**config.mk**
```make
export PLATFORM = sky130hd
export DESIGN_NAME = pixel_gray_and_alpha_requant_flat
export DESIGN_NICKNAME = d
export VERILOG_FILES = /design/src/pgar_pkg.sv /design/src/pgar_pix_in_if.sv /design/src/pgar_pix_out_if.sv /design/src/pgar_cfg_if.sv /design/src/pixel_gray_and_alpha_requant.sv /design/src/pgar_cfg.sv /design/src/pgar_luma.sv /design/src/pgar_alpha.sv /design/src/flat_wrapper.sv
export SDC_FILE = /design/constraint.sdc
export NUM_CORES = 2
export LEC_CHECK = 0
export BUFFER_PORTS_ARGS = -buffer_cell sky130_fd_sc_hd__buf_2
export CORE_UTILIZATION = 60
export CTS_BUF_LIST = sky130_fd_sc_hd__clkbuf_8 sky130_fd_sc_hd__clkbuf_16
export CTS_CLUSTER_SIZE = 16
export DETAILED_ROUTE_END_ITERATION = 10
export PLACE_DENSITY = 0.77
export RECOVER_POWER = 25
export SETUP_SLACK_MARGIN = 0.02
export SYNTH_ARGS = -nofsm -noshare
export SYNTH_HDL_FRONTEND = slang
export SYNTH_SLANG_ARGS = --single-unit
```
**constraint.sdc**
```tcl
create_clock -name clk -period 7.7 [get_ports clk]
set_clock_uncertainty 0.05 [all_clocks]
set_input_delay 1.54 -clock clk [delete_from_list [all_inputs] [get_ports clk]]
set_output_delay 1.54 -clock clk [all_outputs]
set_load 0.03 [all_outputs]
```
**src/pgar_pkg.sv**
```systemverilog
package pgar_pkg;

  // register indexes on the configuration channel
  typedef enum logic [1:0] {
    REG_CHROMA_MODE  = 2'd0,
    REG_DEEP_SAMPLES = 2'd1,
    REG_ALPHA_MODE   = 2'd2,
    REG_ALPHA_BITS   = 2'd3
  } reg_index_t;

  typedef enum logic [1:0] {
    CHROMA_KEEP  = 2'd0,
    CHROMA_BT601 = 2'd1,
    CHROMA_BT709 = 2'd2,
    CHROMA_SPARE = 2'd3
  } chroma_mode_t;

  typedef enum logic [1:0] {
    ALPHA_KEEP   = 2'd0,
    ALPHA_OPAQUE = 2'd1,
    ALPHA_REDUCE = 2'd2,
    ALPHA_SPARE  = 2'd3
  } alpha_mode_t;

  // what stage three does with alpha
  typedef enum logic [1:0] {
    ASEL_KEEP,
    ASEL_FULL,
    ASEL_REQ
  } alpha_sel_t;

  localparam logic [3:0] ALPHA_BITS_RST = 4'd4;

  typedef struct packed {
    logic [1:0] chroma_mode;
    logic       deep_samples;
    logic [1:0] alpha_mode;
    logic [3:0] alpha_bits;
  } cfg_t;

  // load enables of the three pipeline stages
  typedef struct packed {
    logic s1;
    logic s2;
    logic s3;
  } adv_t;

  localparam logic [15:0] W601_R = 16'd19595;
  localparam logic [15:0] W601_G = 16'd38470;
  localparam logic [15:0] W601_B = 16'd7471;
  localparam logic [15:0] W709_R = 16'd13933;
  localparam logic [15:0] W709_G = 16'd46871;
  localparam logic [15:0] W709_B = 16'd4731;

  localparam logic [15:0] HALF16 = 16'd32767;
  localparam logic [15:0] FULL16 = 16'd65535;
  localparam logic [15:0] FULL8  = 16'd255;

  // floor(2^31 / (2^k - 1)), k = 1..15
  localparam logic [31:0] RECIP [16] = '{
    32'h0000_0000, 32'h8000_0000, 32'h2AAA_AAAA, 32'h1249_2492,
    32'h0888_8888, 32'h0421_0842, 32'h0208_2082, 32'h0102_0408,
    32'h0080_8080, 32'h0040_2010, 32'h0020_0802, 32'h0010_0200,
    32'h0008_0080, 32'h0004_0020, 32'h0002_0008, 32'h0001_0002
  };

endpackage

```
**src/pgar_pix_in_if.sv**
```systemverilog
interface pgar_pix_in_if;
  logic        valid;
  logic        ready;
  logic [15:0] red_in;
  logic [15:0] green_in;
  logic [15:0] blue_in;
  logic [15:0] alpha_in;

  modport source (output valid, red_in, green_in, blue_in, alpha_in, input ready);
  modport sink   (input valid, red_in, green_in, blue_in, alpha_in, output ready);
endinterface

```
**src/pgar_pix_out_if.sv**
```systemverilog
interface pgar_pix_out_if;
  logic        valid;
  logic        ready;
  logic [15:0] red_out;
  logic [15:0] green_out;
  logic [15:0] blue_out;
  logic [15:0] alpha_out;

  modport source (output valid, red_out, green_out, blue_out, alpha_out, input ready);
  modport sink   (input valid, red_out, green_out, blue_out, alpha_out, output ready);
endinterface

```
**src/pgar_cfg_if.sv**
```systemverilog
interface pgar_cfg_if;
  logic       valid;
  logic       ready;
  logic [1:0] index;
  logic [3:0] data;

  modport source (output valid, index, data, input ready);
  modport sink   (input valid, index, data, output ready);
endinterface

```
**src/pixel_gray_and_alpha_requant.sv**
```systemverilog
// Channel   Dir  Payload                                      Handshake
// pix_in    in   red_in, green_in, blue_in, alpha_in (16 b)  valid / ready
// pix_out   out  red_out, green_out, blue_out, alpha_out     valid / ready
// cfg       in   index (2 b), data (4 b)                      valid / ready (always ready)
//
// Three register stages; one pixel per cycle sustained while pix_out is ready.
// Stage 3 is the output register; each stage loads when empty or when the
// stage after it moves, so a stalled output back-pressures without loss.
// Reset (rst, synchronous) empties the pipeline and loads register defaults.
// Luma: products, then sum and /65535 fold, then correction and saturation.
module pixel_gray_and_alpha_requant (
  input  logic        clk,
  input  logic        rst,
  pgar_cfg_if.sink    cfg,
  pgar_pix_in_if.sink pix_in,
  pgar_pix_out_if.source pix_out
);

  pgar_pkg::cfg_t cfg_q;
  pgar_pkg::adv_t adv;
  logic           v1, v2, v3;

  pgar_cfg u_cfg (
    .clk (clk),
    .rst (rst),
    .wr  (cfg),
    .cfg (cfg_q)
  );

  always_comb begin
    adv.s3 = !v3 || pix_out.ready;
    adv.s2 = !v2 || adv.s3;
    adv.s1 = !v1 || adv.s2;
  end

  assign pix_in.ready  = adv.s1;
  assign pix_out.valid = v3;

  always_ff @(posedge clk) begin
    if (rst) begin
      v1 <= 1'b0;
      v2 <= 1'b0;
      v3 <= 1'b0;
    end else begin
      if (adv.s1) v1 <= pix_in.valid;
      if (adv.s2) v2 <= v1;
      if (adv.s3) v3 <= v2;
    end
  end

  pgar_luma u_luma (
    .clk       (clk),
    .cfg       (cfg_q),
    .adv       (adv),
    .red_in    (pix_in.red_in),
    .green_in  (pix_in.green_in),
    .blue_in   (pix_in.blue_in),
    .red_out   (pix_out.red_out),
    .green_out (pix_out.green_out),
    .blue_out  (pix_out.blue_out)
  );

  pgar_alpha u_alpha (
    .clk       (clk),
    .cfg       (cfg_q),
    .adv       (adv),
    .alpha_in  (pix_in.alpha_in),
    .alpha_out (pix_out.alpha_out)
  );

  // a bubble anywhere lets a request in
  a_bubble_ready: assert property (@(posedge clk) disable iff (rst)
    (!v1 || !v2 || !v3) |-> pix_in.ready)
    else $error("input held off with a free stage");

  a_mid_moves: assert property (@(posedge clk) disable iff (rst)
    (v2 && adv.s3) |=> v3)
    else $error("stage two item lost on advance");

  a_s1_holds: assert property (@(posedge clk) disable iff (rst)
    (v1 && !adv.s2) |=> v1)
    else $error("stalled stage one item dropped");

  a_narrow_out: assert property (@(posedge clk) disable iff (rst)
    (v3 && !cfg_q.deep_samples) |->
      (pix_out.red_out[15:8] == 8'd0 && pix_out.green_out[15:8] == 8'd0 &&
       pix_out.blue_out[15:8] == 8'd0 && pix_out.alpha_out[15:8] == 8'd0))
    else $error("8-bit result exceeds 255");

endmodule

```
**src/pgar_cfg.sv**
```systemverilog
module pgar_cfg (
  input  logic             clk,
  input  logic             rst,
  pgar_cfg_if.sink         wr,
  output pgar_pkg::cfg_t   cfg
);

  pgar_pkg::cfg_t regs;

  assign wr.ready = 1'b1;
  assign cfg      = regs;

  always_ff @(posedge clk) begin
    if (rst) begin
      regs.chroma_mode  <= pgar_pkg::CHROMA_KEEP;
      regs.deep_samples <= 1'b0;
      regs.alpha_mode   <= pgar_pkg::ALPHA_KEEP;
      regs.alpha_bits   <= pgar_pkg::ALPHA_BITS_RST;
    end else if (wr.valid) begin
      case (wr.index)
        pgar_pkg::REG_CHROMA_MODE:  regs.chroma_mode  <= wr.data[1:0];
        pgar_pkg::REG_DEEP_SAMPLES: regs.deep_samples <= wr.data[0];
        pgar_pkg::REG_ALPHA_MODE:   regs.alpha_mode   <= wr.data[1:0];
        pgar_pkg::REG_ALPHA_BITS:   regs.alpha_bits   <= wr.data;
        default: ;
      endcase
    end
  end

endmodule

```
**src/pgar_luma.sv**
```systemverilog
module pgar_luma (
  input  logic            clk,
  input  pgar_pkg::cfg_t  cfg,
  input  pgar_pkg::adv_t  adv,
  input  logic [15:0]     red_in,
  input  logic [15:0]     green_in,
  input  logic [15:0]     blue_in,
  output logic [15:0]     red_out,
  output logic [15:0]     green_out,
  output logic [15:0]     blue_out
);

  // stage 1: masked samples and weighted products
  logic [15:0] r1, g1, b1;
  logic [31:0] pr1, pg1, pb1;
  logic        gray1, deep1;
  // stage 2: quotient estimate and remainder-ish term for /65535
  logic [15:0] r2, g2, b2;
  logic [16:0] q2;
  logic [17:0] t2;
  logic        gray2, deep2;

  logic [15:0] mask, rm, gm, bm, wr, wg, wb;
  logic [32:0] sum;
  logic [17:0] y, full;
  logic [15:0] ysat;

  always_comb begin
    mask = cfg.deep_samples ? pgar_pkg::FULL16 : pgar_pkg::FULL8;
    rm   = red_in & mask;
    gm   = green_in & mask;
    bm   = blue_in & mask;
    wr   = (cfg.chroma_mode == pgar_pkg::CHROMA_BT709) ? pgar_pkg::W709_R : pgar_pkg::W601_R;
    wg   = (cfg.chroma_mode == pgar_pkg::CHROMA_BT709) ? pgar_pkg::W709_G : pgar_pkg::W601_G;
    wb   = (cfg.chroma_mode == pgar_pkg::CHROMA_BT709) ? pgar_pkg::W709_B : pgar_pkg::W601_B;
  end

  always_ff @(posedge clk) begin
    if (adv.s1) begin
      r1    <= rm;
      g1    <= gm;
      b1    <= bm;
      pr1   <= rm * wr;
      pg1   <= gm * wg;
      pb1   <= bm * wb;
      gray1 <= (cfg.chroma_mode == pgar_pkg::CHROMA_BT601) ||
               (cfg.chroma_mode == pgar_pkg::CHROMA_BT709);
      deep1 <= cfg.deep_samples;
    end
  end

  // x = q*65536 + l = q*65535 + (q + l)
  assign sum = {1'b0, pr1} + {1'b0, pg1} + {1'b0, pb1} + {17'd0, pgar_pkg::HALF16};

  always_ff @(posedge clk) begin
    if (adv.s2) begin
      r2    <= r1;
      g2    <= g1;
      b2    <= b1;
      q2    <= sum[32:16];
      t2    <= {1'b0, sum[32:16]} + {2'b0, sum[15:0]};
      gray2 <= gray1;
      deep2 <= deep1;
    end
  end

  // q + l stays below 2*65536, so at most two corrections
  always_comb begin
    if (t2 >= 18'd131070) begin
      y = {1'b0, q2} + 18'd2;
    end else if (t2 >= 18'd65535) begin
      y = {1'b0, q2} + 18'd1;
    end else begin
      y = {1'b0, q2};
    end
    full = {2'b0, deep2 ? pgar_pkg::FULL16 : pgar_pkg::FULL8};
    ysat = (y > full) ? full[15:0] : y[15:0];
  end

  always_ff @(posedge clk) begin
    if (adv.s3) begin
      red_out   <= gray2 ? ysat : r2;
      green_out <= gray2 ? ysat : g2;
      blue_out  <= gray2 ? ysat : b2;
    end
  end

endmodule

```
**src/pgar_alpha.sv**
```systemverilog
module pgar_alpha (
  input  logic            clk,
  input  pgar_pkg::cfg_t  cfg,
  input  pgar_pkg::adv_t  adv,
  input  logic [15:0]     alpha_in,
  output logic [15:0]     alpha_out
);

  // stage 1: chopped value scaled to full range plus half divisor
  logic [15:0]          a1;
  logic [30:0]          x1;
  logic [3:0]           k1;
  logic                 deep1;
  pgar_pkg::alpha_sel_t sel1;
  // stage 2: reciprocal quotient estimate
  logic [15:0]          a2;
  logic [30:0]          x2;
  logic [16:0]          q2;
  logic [3:0]           k2;
  logic                 deep2;
  pgar_pkg::alpha_sel_t sel2;

  logic [15:0]          mask, am, cmax;
  logic [4:0]           sh;
  logic [31:0]          chop, scaled;
  logic                 width_ok;
  pgar_pkg::alpha_sel_t sel;
  logic [62:0]          prod;
  logic [15:0]          cmax2, full2, qfix;
  logic [31:0]          qc, rem;

  always_comb begin
    mask     = cfg.deep_samples ? pgar_pkg::FULL16 : pgar_pkg::FULL8;
    am       = alpha_in & mask;
    sh       = (cfg.deep_samples ? 5'd16 : 5'd8) - {1'b0, cfg.alpha_bits};
    chop     = {16'd0, am} >> sh;
    cmax     = 16'((17'd1 << cfg.alpha_bits) - 17'd1);
    // chop * (2^W - 1) as shift and subtract
    scaled   = (cfg.deep_samples ? (chop << 16) : (chop << 8)) - chop;
    width_ok = (cfg.alpha_bits != 4'd0) &&
               (cfg.deep_samples || (cfg.alpha_bits < 4'd8));
    case (cfg.alpha_mode)
      pgar_pkg::ALPHA_OPAQUE: sel = pgar_pkg::ASEL_FULL;
      pgar_pkg::ALPHA_REDUCE: sel = width_ok ? pgar_pkg::ASEL_REQ : pgar_pkg::ASEL_KEEP;
      default:                sel = pgar_pkg::ASEL_KEEP;
    endcase
  end

  always_ff @(posedge clk) begin
    if (adv.s1) begin
      a1    <= am;
      x1    <= 31'(scaled + {17'd0, cmax[15:1]});
      k1    <= cfg.alpha_bits;
      deep1 <= cfg.deep_samples;
      sel1  <= sel;
    end
  end

  // estimate is floor or one below, since x < 2^31
  assign prod = x1 * pgar_pkg::RECIP[k1];

  always_ff @(posedge clk) begin
    if (adv.s2) begin
      a2    <= a1;
      x2    <= x1;
      q2    <= prod[47:31];
      k2    <= k1;
      deep2 <= deep1;
      sel2  <= sel1;
    end
  end

  always_comb begin
    cmax2 = 16'((17'd1 << k2) - 17'd1);
    full2 = deep2 ? pgar_pkg::FULL16 : pgar_pkg::FULL8;
    qc    = ({15'd0, q2} << k2) - {15'd0, q2};
    rem   = {1'b0, x2} - qc;
    qfix  = (rem >= {16'd0, cmax2}) ? 16'(q2 + 17'd1) : q2[15:0];
  end

  always_ff @(posedge clk) begin
    if (adv.s3) begin
      case (sel2)
        pgar_pkg::ASEL_FULL: alpha_out <= full2;
        pgar_pkg::ASEL_REQ:  alpha_out <= qfix;
        default:             alpha_out <= a2;
      endcase
    end
  end

endmodule
```
**src/flat_wrapper.sv**
```systemverilog
// flat-port wrapper written by rule: the top's interface ports become plain ports
module pixel_gray_and_alpha_requant_flat 
  (clk, rst, cfg_valid, cfg_index, cfg_data, cfg_ready, pix_in_valid, pix_in_red_in, pix_in_green_in, pix_in_blue_in, pix_in_alpha_in, pix_in_ready, pix_out_valid, pix_out_red_out, pix_out_green_out, pix_out_blue_out, pix_out_alpha_out, pix_out_ready);
  pgar_cfg_if cfg_i ();
  pgar_pix_in_if pix_in_i ();
  pgar_pix_out_if pix_out_i ();
  input  logic clk;
  input  logic rst;
  input wire logic [$bits(cfg_i.valid)-1:0] cfg_valid;
  input wire logic [$bits(cfg_i.index)-1:0] cfg_index;
  input wire logic [$bits(cfg_i.data)-1:0] cfg_data;
  output wire logic [$bits(cfg_i.ready)-1:0] cfg_ready;
  input wire logic [$bits(pix_in_i.valid)-1:0] pix_in_valid;
  input wire logic [$bits(pix_in_i.red_in)-1:0] pix_in_red_in;
  input wire logic [$bits(pix_in_i.green_in)-1:0] pix_in_green_in;
  input wire logic [$bits(pix_in_i.blue_in)-1:0] pix_in_blue_in;
  input wire logic [$bits(pix_in_i.alpha_in)-1:0] pix_in_alpha_in;
  output wire logic [$bits(pix_in_i.ready)-1:0] pix_in_ready;
  output wire logic [$bits(pix_out_i.valid)-1:0] pix_out_valid;
  output wire logic [$bits(pix_out_i.red_out)-1:0] pix_out_red_out;
  output wire logic [$bits(pix_out_i.green_out)-1:0] pix_out_green_out;
  output wire logic [$bits(pix_out_i.blue_out)-1:0] pix_out_blue_out;
  output wire logic [$bits(pix_out_i.alpha_out)-1:0] pix_out_alpha_out;
  input wire logic [$bits(pix_out_i.ready)-1:0] pix_out_ready;
  assign cfg_i.valid = cfg_valid;
  assign cfg_i.index = cfg_index;
  assign cfg_i.data = cfg_data;
  assign cfg_ready = cfg_i.ready;
  assign pix_in_i.valid = pix_in_valid;
  assign pix_in_i.red_in = pix_in_red_in;
  assign pix_in_i.green_in = pix_in_green_in;
  assign pix_in_i.blue_in = pix_in_blue_in;
  assign pix_in_i.alpha_in = pix_in_alpha_in;
  assign pix_in_ready = pix_in_i.ready;
  assign pix_out_valid = pix_out_i.valid;
  assign pix_out_red_out = pix_out_i.red_out;
  assign pix_out_green_out = pix_out_i.green_out;
  assign pix_out_blue_out = pix_out_i.blue_out;
  assign pix_out_alpha_out = pix_out_i.alpha_out;
  assign pix_out_i.ready = pix_out_ready;
  pixel_gray_and_alpha_requant u_core (.clk(clk), .rst(rst), .cfg(cfg_i), .pix_in(pix_in_i), .pix_out(pix_out_i));
endmodule
```
# == Word-level counts from Yosys, hierarchy flattened ==
# Memories as Yosys holds them, arrays and structs flattened.
# Cells that the tools add are included.
# word_totals
register_bits,430
romBits,512
out_inout_bits,67
wordCells,112
mem_count,1
# op_classes
n_addsub,14
mul,4
magnitude_cmp,6
n_eq_ne,9
n_shift,4
mux,19
bitwise,5
n_reduce_logical,15
# mem_list
name,depth,width,rd,rd_clocked_by_memory_dff,wr,line_no,text
(name not given),16,32,1,0,0,pgar_alpha.sv:60,assign prod = x1 * pgar_pkg::RECIP[k1];
# op_table
operator,n
$mux W16,7
$and A16 B16 Y16,4
$mux W32,2
$mul A31 B32 Y48,1
$mux W18,2
$add A32 B32 Y33,1
$add A33 B15 Y33 const B,1
$add A33 B32 Y33,1
$ge A32 B16 Y1,1
$mul A16 B16 Y32,1
$pmux W16 S2,1
$shl A1 B4 Y16 const A,2
$shl A17 B4 Y32,1
$sub A16 B1 Y16 const B,2
$sub A31 B32 Y32,1
$sub A32 B17 Y32,1
$add A31 B15 Y31,1
$mul A16 B15 Y31,1
$mux W31,1
$shr A16 B5 Y31,1
$sub A31 B31 Y31,1
$mul A16 B13 Y29,1
$add A17 B1 Y18 const B,1
$add A17 B16 Y18,1
23 further kinds,39

# == Logic depth before layout (Yosys ltp) ==
# depth
depth_word,6
ltp_mapped,34
mapped_depth_nobuf,32

# == Modules after synthesis ==
# From an unflattened synthesis, not the netlist that was laid out.
# unflattened
cells_unflattened,6814
area_unflattened_um2,66633.9
# by_module_without_submodules
module,instances,cells_each,area_per_inst_um2,seq_area_each_um2
pgar_alpha,1,3869,35266.3,4234.1
pgar_luma,1,2894,30850.8,8197.9
pgar_cfg,1,39,407.9,180.2
pixel_gray_and_alpha_requant,1,12,108.9,60.1

# == Worst setup path before layout ==
# OpenSTA, ideal clock, no wires.
# synth_timing
path_kind,reg-to-reg
startpoint,reg u_core.u_alpha.k1[2]
endpoint,reg u_core.u_alpha.q2[16] (data pin)
setup_time_ns,0.260
t_arrival_ns,8.221
path_slack_ns,-0.831
stages_incl_launch_ff,31
path_buffers,4
synth_period_minus_slack_ns,8.531
path_cell_list,edfxtp_1 -> clkbuf_1 -> inv_1 -> nor3b_1 -> nand2b_1 -> clkbuf_1 -> clkbuf_1 -> nand2_1 -> fa_1 -> fa_1 -> fa_1 -> fa_1 -> inv_1 -> fa_1 -> fa_1 -> fa_1 -> inv_1 -> fa_1 -> inv_1 -> ha_1 -> clkbuf_1 -> nand2_1 -> o21bai_1 -> a2111oi_0 -> and4_1 -> nor4_2 -> o32ai_2 -> o21bai_1 -> a211o_1 -> a21o_1 -> xnor2_1
# synth_via
elab_chain_len,5
# synth_rtl
element,line_no,text
"start, declared",pgar_alpha.sv:12,logic [3:0] k1;
"start signal, assigned",pgar_alpha.sv:53,k1 <= cfg.alpha_bits;
$not A4 Y5 (implied by the code),pgar_alpha.sv:60,
$mem_v2 Z16 W32,n/a,
$mux W32 (implied by the code) (2 in series),pgar_alpha.sv:60,
$mul A31 B32 Y48,pgar_alpha.sv:60,
via u_core.u_alpha.prod[47],pgar_alpha.sv:28,logic [62:0] prod;
"end signal, assigned",pgar_alpha.sv:66,q2 <= prod[47:31];
"end, declared",pgar_alpha.sv:18,logic [16:0] q2;
# The timed path passes the listed nets, and every way through them passes these cells. The select of a mux whose other input is x is not followed.
# A chain may end at the register's enable or synchronous reset.

# == Final worst setup path ==
# layout_timing
startpoint,reg u_core.u_alpha.k1[0]
endpoint,reg u_core.u_alpha.q2[16] (data pin)
# The elaborated chain is that of the path after synthesis.

==> impl_metrics.ini <==
[setup_path]
crit_type = reg2reg
worstSetupStartpointType = flip-flop
cpMostUsedCell = fa_1
slowest_delay_ns = 0.59
worst-path-buf-inv = 5
crit_slowest_cell = fa_1
crit_path_end_kind = flip-flop
worstPathMaxFanout = 8
crit_family = adder cells
critPathArrivalTime_ns = 8.89
ff2ff_setup_slack_ns = -0.93
critical_path_required_ns = 7.96

[timing]
fin_crit_sh_pct = 112
hold_ws_ns = 0.365
fin_ws_ns = -0.933
period_needed_ns = 8.63
worstMarginPinSlew_ns = 1.54
slew_viol_final = 56
rsz0062_at_grt = yes
setup_violations = 18
finalHoldViolations = 0
max_freq_mhz = 116
tns_ns = -11.54
slew_headroom_pct = -2.55

[yosys]
synth_top_family_by_area = adder cells
synth_edf_count = 412
ys_seq_area_share_pct = 19.3
synth_most_common_cell = inv_1
synthDominantCellAreaShare_pct = 31.2
synth-compound-area-share_pct = 7.73
synth_common_cells = inv_1, fa_1, ha_1, nand2_1, edfxtp_1
synthTopCellsByArea = fa_1, edfxtp_1, ha_1
synth.distinct_cells = 90
yosys.area_share.simple_pct = 11.3
syn_inst = 6563
synth_area_um2 = 65200
yosysTopAreaCell = fa_1
synthMuxAreaShare_pct = 1.03
synth-xor-area-share_pct = 3.17
yosys_warnings = 0
async_flop_share_pct = 0
ys_ff_latch = 424
synthFlopType = edfxtp_1
synthAdderAreaFrac_pct = 47.4
synth_area_per_cell_um2 = 9.94

[cts]
cts-buffers-inserted = 42
cts_root_buf = clkbuf_16
clk_pin_slew_ns = 0.07
cts-hold-fix-buffers = 0
cts_tree = built
ctsLongestPathBuffers = 3
clk_latency_ns = 0.58
cts.sinks = 424
h-tree-depth = 2

[floorplanning]
core-area_um2 = 107000
die_h_um = 332
rows = 120
die_area_um2 = 110000
start_util_pct = 60.8
die-width_um = 332
ioPinCount = 142

[global_routing]
grt-busiest-layer = met2
grt_pass1_wl_um = 289000
track_usage_pct = 34.5
met2_usage_pct = 58.3
grt_max_degree = 98
grt.met1_usage_pct = 43.2
grt_overflow = 0
antenna_found_initial = 12
first_global_vias = 51200
met3_usage_pct = 5.02

[place]
globalplace.congestion = 1.04
place_hpwl_um = 158000
portBuffers = 140
placed_area_um2 = 71100
place_worst_setup_slack_ns = -0.905

[final_layout]
area_growth_pct = 11.9
drive_above_1_share_pct = 11.5
final_nets = 9043
final_area_um2 = 73000

[detailed_routing]
dr.pass1.iters = 5
vias = 48400
drcViolationCount = 0
viasPerCell = 5.67
drtIter0Drc = 4016
wire_per_inst_um = 21.9
drt_wl_total_um = 187000
ant_nets = 0

[status]
status = finished with violations
violations = max-capacitance violations, max-slew violations, negative setup slack

[worst_hold_path]
hp-class = reg2reg

[run]
drv_cap = 2
==> state kept, by name, summed over array words and instances, names as in the netlist, 17 cells and up <==
name / flops
u_core.u_luma.q2: 17
u_core.u_luma.pr1: 30
u_core.u_luma.pb1: 28
u_core.u_alpha.x1: 31
u_core.u_alpha.x2: 31
u_core.u_alpha.q2: 17
u_core.u_luma.pg1: 32
u_core.u_luma.t2: 18
==> metal layers <==
| layer | part of all wire [%] | vias up |
|---|---|---|
| li1 | - | 21900 |
| met1 | 38 | 24000 |
| met2 | 48 | 1998 |
| met3 | 7.4 | 521 |
| met4 | 6.4 | 16 |
| met5 | 0.056 | - |
==> worst register-to-register path, delay by kind of cell (launching register included) <==
family	cells	cell delay [ns]
adders and majority gates	10	4.49
AOI/OAI and AO/OA	9	2.29
buffers and inverters	5	0.59
DFF	1	0.45
and+or+nand+nor	3	0.41
xor gates and xnor gates	1	0.12
==> area by class of cell <==
type / count / area (µm²)
flip-flops and latches: 424 / 12600
repair buffers: 656 / 4610
clock buffers: 43 / 1080
clock inverters: 34 / 299
inverters: 1526 / 5740
diodes: 2 / 5.00
fillers: 8283 / 34400
multi-input cells: 4456 / 46900
well taps: 1403 / 1760
==> layout by cell type, fill, tap and decap left out, drive strengths merged, types with 10 or more instances in the layout <==
cell and count:
conb 46, o2111ai 10, nand2b 45, nor3b 10, o21ai 178, dfxtp 12
nand4 25, o21a 32, mux2i 39, buf 579, fa 1018, o21bai 28
nor2 279, a21o 93, clkbuf 119, a31oi 16, nand3 84, and2 352
ha 844, clkinv 17, a211oi 41, nor3 42, nor2b 49, o211ai 24
a21oi 221, o31ai 16, a211o 17, o211a 10, or2 29, or3 20
inv 1534, edfxtp 412, xnor2 168, mux4 11, nand3b 14, and3 53
xor2 68, nand2 467
==> metrics by stage <==
step / utilization, % / instances
3_3_place_gp: 66.2 / 8434
2_1_floorplan: - / 6607
5_1_grt: 68.0 / 8543
3_5_place_dp: 66.2 / 8434
4_1_cts: 68.0 / 8532
6_report: 68.0 / 8544
==> kinds of logic after synthesis <==
kind of cell    count (synthesis)
compound gates                769
xor+xnor                      236
flops                         424
mux                            53
buf+inv                      1727
simple gates                 1490
other cells                     2
fa+ha+maj                    1862
==> path summary, 6_finish.rpt <==
check / to / depth (start not counted) / startpoint
worst max-delay path: u_core.u_alpha.q2[16]$_DFFE_PP_ / 28 / u_core.u_alpha.k1[0]$_DFFE_PP_
worst min-delay path: u_core.u_alpha.a2[14]$_DFFE_PP_ / 0 / u_core.u_alpha.a1[14]$_DFFE_PP_
worst max register to register: u_core.u_alpha.q2[16]$_DFFE_PP_ / 28 / u_core.u_alpha.k1[0]$_DFFE_PP_
worst min register to register: u_core.u_alpha.a2[14]$_DFFE_PP_ / 0 / u_core.u_alpha.a1[14]$_DFFE_PP_
==> what timing repair did <==
| action | CTS | global route |
|---|---|---|
| gates resized for setup | 87 | 29 |
| gates cloned | 1 | 0 |
| setup buffers | 25 | 12 |
| setup endpoints to repair | 17 | 30 |
| pin swaps | 57 | 30 |
Power is not shown: default switching activity piles up to over one toggle a cycle in this logic, so the estimate is an artifact.
